`src/ihe_pkg.sv`:
```
// Shared request codes and constants for the intensity histogram engine.
`timescale 1ns / 1ps
`default_nettype none

package ihe_pkg;

   // Request action codes; the fourth code is ignored by the engine.
   localparam logic [1:0] ACT_CLEAR = 2'd0;
   localparam logic [1:0] ACT_COUNT = 2'd1;
   localparam logic [1:0] ACT_READ  = 2'd2;

   // Each bin also carries its count modulo the axis step, so rounding needs no divider.
   localparam int unsigned REM_WIDTH = 10;
   localparam logic [REM_WIDTH-1:0] AXIS_STEP = 10'd1000;
   localparam logic [REM_WIDTH-1:0] REM_LAST  = 10'd999;

   // Source of the bin word seen by the update stage.
   localparam logic [1:0] SEL_ZERO = 2'd0;
   localparam logic [1:0] SEL_MEM  = 2'd1;
   localparam logic [1:0] SEL_FWD  = 2'd2;

   typedef struct packed {
      logic rd_en;
      logic wr_en;
      logic clr;
   } mem_ctl_type;

endpackage

`default_nettype wire

```
`src/ihe_round_up.sv`:
```
// Rounds the peak count up to the next multiple of the axis step.
`timescale 1ns / 1ps
`default_nettype none

module ihe_round_up #(
   parameter int CW = 32
) (
   input  wire logic [CW-1:0]                 peak,
   input  wire logic [ihe_pkg::REM_WIDTH-1:0] peak_rem,
   output logic      [32:0]                   axis_top
);

   localparam int SW = CW + ihe_pkg::REM_WIDTH + 1;

   logic [ihe_pkg::REM_WIDTH-1:0] gap;
   logic [SW-1:0]                 sum;
   logic [SW+32:0]                sum_ext;

   // An exact multiple, zero included, is returned unchanged.
   assign gap     = (peak_rem == '0) ? '0 : (ihe_pkg::AXIS_STEP - peak_rem);
   assign sum     = SW'(peak) + SW'(gap);
   assign sum_ext = {33'd0, sum};
   assign axis_top = sum_ext[32:0];

endmodule

`default_nettype wire

```
`config.mk`:
```
export PLATFORM = sky130hd
export DESIGN_NAME = ihe_round_up
export DESIGN_NICKNAME = d
export VERILOG_FILES = /design/src/ihe_pkg.sv /design/src/ihe_round_up.sv
export SDC_FILE = /design/constraint.sdc
export NUM_CORES = 1
export LEC_CHECK = 0
export BUFFER_PORTS_ARGS = -buffer_cell sky130_fd_sc_hd__buf_2
export CELL_PAD_IN_SITES_DETAIL_PLACEMENT = 1
export CELL_PAD_IN_SITES_GLOBAL_PLACEMENT = 1
export CORE_MARGIN = 2
export CORE_UTILIZATION = 30
export DETAILED_ROUTE_END_ITERATION = 6
export PLACE_DENSITY_LB_ADDON = 0.1
export SYNTH_ARGS = -nofsm -noshare
export SYNTH_HDL_FRONTEND = slang
export SYNTH_SLANG_ARGS = --single-unit
```
`constraint.sdc`:
```
create_clock -name vclk -period 4.6
set_clock_uncertainty 0.2 [all_clocks]
set_input_delay 0.69 -clock vclk [all_inputs]
set_output_delay 0.69 -clock vclk [all_outputs]
set_load 0.02 [all_outputs]
```
# Yosys cells after proc, flatten, opt, wreduce, memory -nomap -nowiden
# Cells that the tools add are included.
# word_totals
reg_bits,0
wordCells,4
# op_classes
n_addsub,2
muxes,1
reduce_logical,1
# ops
op,count
adder 32 x 10 -> 33 bit,1
logical NOT 10 bit,1
two-way mux 10 bit,1
"subtractor 10 bit, first input constant",1

# Logic depth before layout (Yosys ltp)
# depth
depth_word,3
mapped_depth,15

# Worst setup path before layout
# Ideal clock, no wire load.
# synth_timing
path_kind,input to output
start,input peak_rem[7] (netlist name)
end,output axis_top[7]
t_arrival_ns,3.321
required_time_ns,3.710
slack_ns,0.389
cell_stages,7
cell_sequence,or4_1 > nor3_2 > a21oi_1 > ha_1 > a31o_2 > o21a_1 > o311ai_0
# synth_via
elab_chain_len,3
word_cells_on_any_way,4
# synth_rtl
item,line_no,text
"start, declared",ihe_round_up.sv:9,"input wire logic [ihe_pkg::REM_WIDTH-1:0] peak_rem,"
subtractor 10 bit or logical NOT 10 bit (tied branches),ihe_round_up.sv:20,assign gap = (peak_rem == '0) ? '0 : (ihe_pkg::AXIS_STEP - peak_rem);
two-way mux 10 bit (*),ihe_round_up.sv:20,
adder 32 x 10 -> 33 bit (*),ihe_round_up.sv:21,assign sum = SW'(peak) + SW'(gap);
"end, declared",ihe_round_up.sv:10,output logic [32:0] axis_top
# Mark *: on every way between the ends. The rest lies on a longest branch, timed or not.

# Worst setup path in the final report
# layout_timing
start,input peak_rem[7] (netlist name)
end,output axis_top[8]
# The elaborated chain is that of the path after synthesis.

==> run metrics <==
status finished clean; Syn Inst Count about 170; measured slew at the worst slew-check pin just over 0.4 ns; # diodes 0; Setup crit end kind output pin; Setup WS post-layout between 0.2 and 0.25 ns; via/cell ratio 4.980; Comb pwr share 100.0%; DR pass1 iterations 4; Post-Synth XOR/XNOR Area about a quarter; clkbuf count 0; Avg Inst Size Synth 6.939 µm²; max cap viols 0; Mapped Area 1207 µm²; first-pass GRT wire length 6479 µm; Hold Path Class in2out; Post-Synth Simple-Gate Area just over 30%; initial antenna violation count 0; mean routed wirelength per cell approximately 13 µm; Min-Delay Endpoint axis_top[17]; die span in x approximately 67 µm; post-route ant nets 0; P_int approximately 110 µW; post-synthesis sequential area ratio 0%; Die H slightly below 70 µm; register area 0 µm²; highest clock rate ~230 MHz; core area roughly 3900 µm²; Clk pwr share 0%; Total Wirelength 3832 µm; Port Buf Inserts 75; total congestion overflow 0; non-filler cells, final just over 300; layout cell share with drive strength beyond 1 ~40%; WS Path Type in2out; Cells after DPL 303; Hold Crit Start peak[17]; PD cells 153.6 nW/µm²; Vias between 1,500 and 2,000; vias in the first global route 1,461; largest net degree at the start of global routing 12; crit share post-route a little over nine tenths; CTS Hold Bufs 0; synth-to-layout area growth 43.63%; fin crit period ~4.4 ns; Net Sw Power ~160 µW; switching share of total power roughly three fifths; main combinational cell family by area after synthesis simple AND/OR/NAND/NOR gates; Synth Area in Adders a little over an eighth; Mapped Nets ~230; Critical Path Start Type input pin; CP arrival ~3.5 ns; Critical Path RT about 3.7 ns; DRC 0; Hold Slack 1.483 ns; Die Area ~4500 µm²; Post-layout nets slightly above 300; Slew Limit Fails 0; Sequential Power Share 0%; cell row count 23; hold path depth 3; unrepaired setup endpoints after global routing no; Starting Density 30.63%; Tot GR Track Use between 10% and 20%; YS warnings 0; multiplexer area fraction after synthesis 0.8290%; Peak VDD IR 0.00007194 V; Max Fanout on Critical Path 8; seq_cells 0; Post-Route Utilization between 40% and 50%; Ports 75; Multi-input gate area between 1000 and 1500 µm²; Pleak between 0.0008 and 0.0009 µW; fillcell total approximately 570; final setup vio count 0; post-placement setup slack -0.1551 ns; post-DP HPWL approximately 3400 µm; Compound-Gate Fraction of Synth Area between 20% and 30%; final hold vios 0; relative slew slack 72.95%; Cell variety after synth 41; Routability Congestion ~0.7; DR iter-0 viols 29
[worst max-delay path, cell delays in order]
cell and delay [ns]:
buf_2 0.11, or4_1 0.57, nor3_4 0.28, nor2_1 0.09, ha_1 0.21, inv_1 0.07
fa_1 0.20, nor2b_1 0.08, o2111ai_2 0.28, a21boi_1 0.16, or4b_1 0.49, nand3_1 0.09
buf_2 0.16
[cells in the final DEF (no fill, tap or decap), types with 6 or more instances in the layout]
cell type / count
nor2_1: 16
xor2_1: 11
nor2b_1: 6
o211ai_1: 7
nand3_1: 10
buf_2: 75
a21oi_1: 13
xnor2_1: 22
buf_4: 11
ha_1: 10
inv_1: 11
[metal layers]
| layer | routed length [µm] | track usage, % | vias to the layer above |
|---|---|---|---|
| met4 | 0 | 0 | 0 |
| met1 | 1874 | 25.10 | 683 |
| li1 | - | - | 795 |
| met2 | 1806 | 30.57 | 31 |
| met5 | 0 | 0 | - |
| met3 | 151 | 0.3333 | 0 |
[power groups by stage]
stage                     Combinational [µW]  Sequential [µW]  Clock (µW)
after floorplan                          165                0           0
after global placement                   260                0           0
after detailed placement                 261                0           0
after CTS                                264                0           0
after global routing                     295                0           0
final                                    266                0           0
[through the flow]
step	area [µm²]	setup TNS, ns	total power, µW
global placement	1690	-0.2315	259.7
CTS	1704	0	263.9
detailed placement	1690	-0.5204	261.1
floorplan	1207	0	165.1
global route	1734	0	295.3
finish	1734	0	266.3
[timing repair]
action	4_1_cts	5_1_grt
cloned	0	0
endpoints found under the setup margin	15	21
resized for setup	3	9
pin swaps	0	2
buffers inserted	0	0
endpoints found under the hold margin	0	0
[layout make-up]
class	instances	share of cell area, %
well taps	50	3.608
repair buffers	86	26.41
multi-input cells	156	67.60
inverters	11	2.381
[Yosys cell counts (2+ instances only)]
master / instances / area share [%]
inv_1: 11 / 3.4
buf_2: 5 / 2.1
o211ai_1: 7 / 4.4
xnor2_1: 22 / 16
nand4_1: 5 / 2.6
nand2b_1: 5 / 2.6
o21ai_0: 5 / 2.1
a21oi_1: 15 / 6.2
nand3_1: 10 / 4.1
and3_1: 4 / 2.1
a21boi_0: 2 / 1.2
and4_1: 3 / 2.2
xor2_1: 11 / 8.0
nor2b_1: 6 / 3.1
nand2_1: 4 / 1.2
o21a_1: 3 / 1.9
nor2_1: 17 / 5.3
o2111ai_1: 3 / 2.2
ha_1: 11 / 11
nor3_1: 2 / 0.83
and4_4: 2 / 1.9
or4_1: 2 / 1.2
[logic make-up (layout without fill, tap and decap cells)]
kind of cell | after synthesis | after routing
buffers and inverters | 18 | 97
AND/OR/NAND/NOR | 65 | 65
multiplexers | 1 | 1
XOR/XNOR | 33 | 33
AO/OA/AOI/OAI | 45 | 45
adder cells (fa/ha/maj) | 12 | 12
[worst max path at each step]
stage,slack [ns],start,depth (start not counted),to
2_1_floorplan,0.39,peak_rem[7],7,axis_top[7]
3_3_place_gp,-0.1,peak_rem[0],15,axis_top[32]
3_5_place_dp,-0.16,peak_rem[7],10,axis_top[32]
4_1_cts,0.03,peak_rem[7],13,axis_top[8]
5_1_grt,0.02,peak_rem[7],13,axis_top[8]
6_report,0.23,peak_rem[7],13,axis_top[8]
Power figures use the tool's default switching activity.
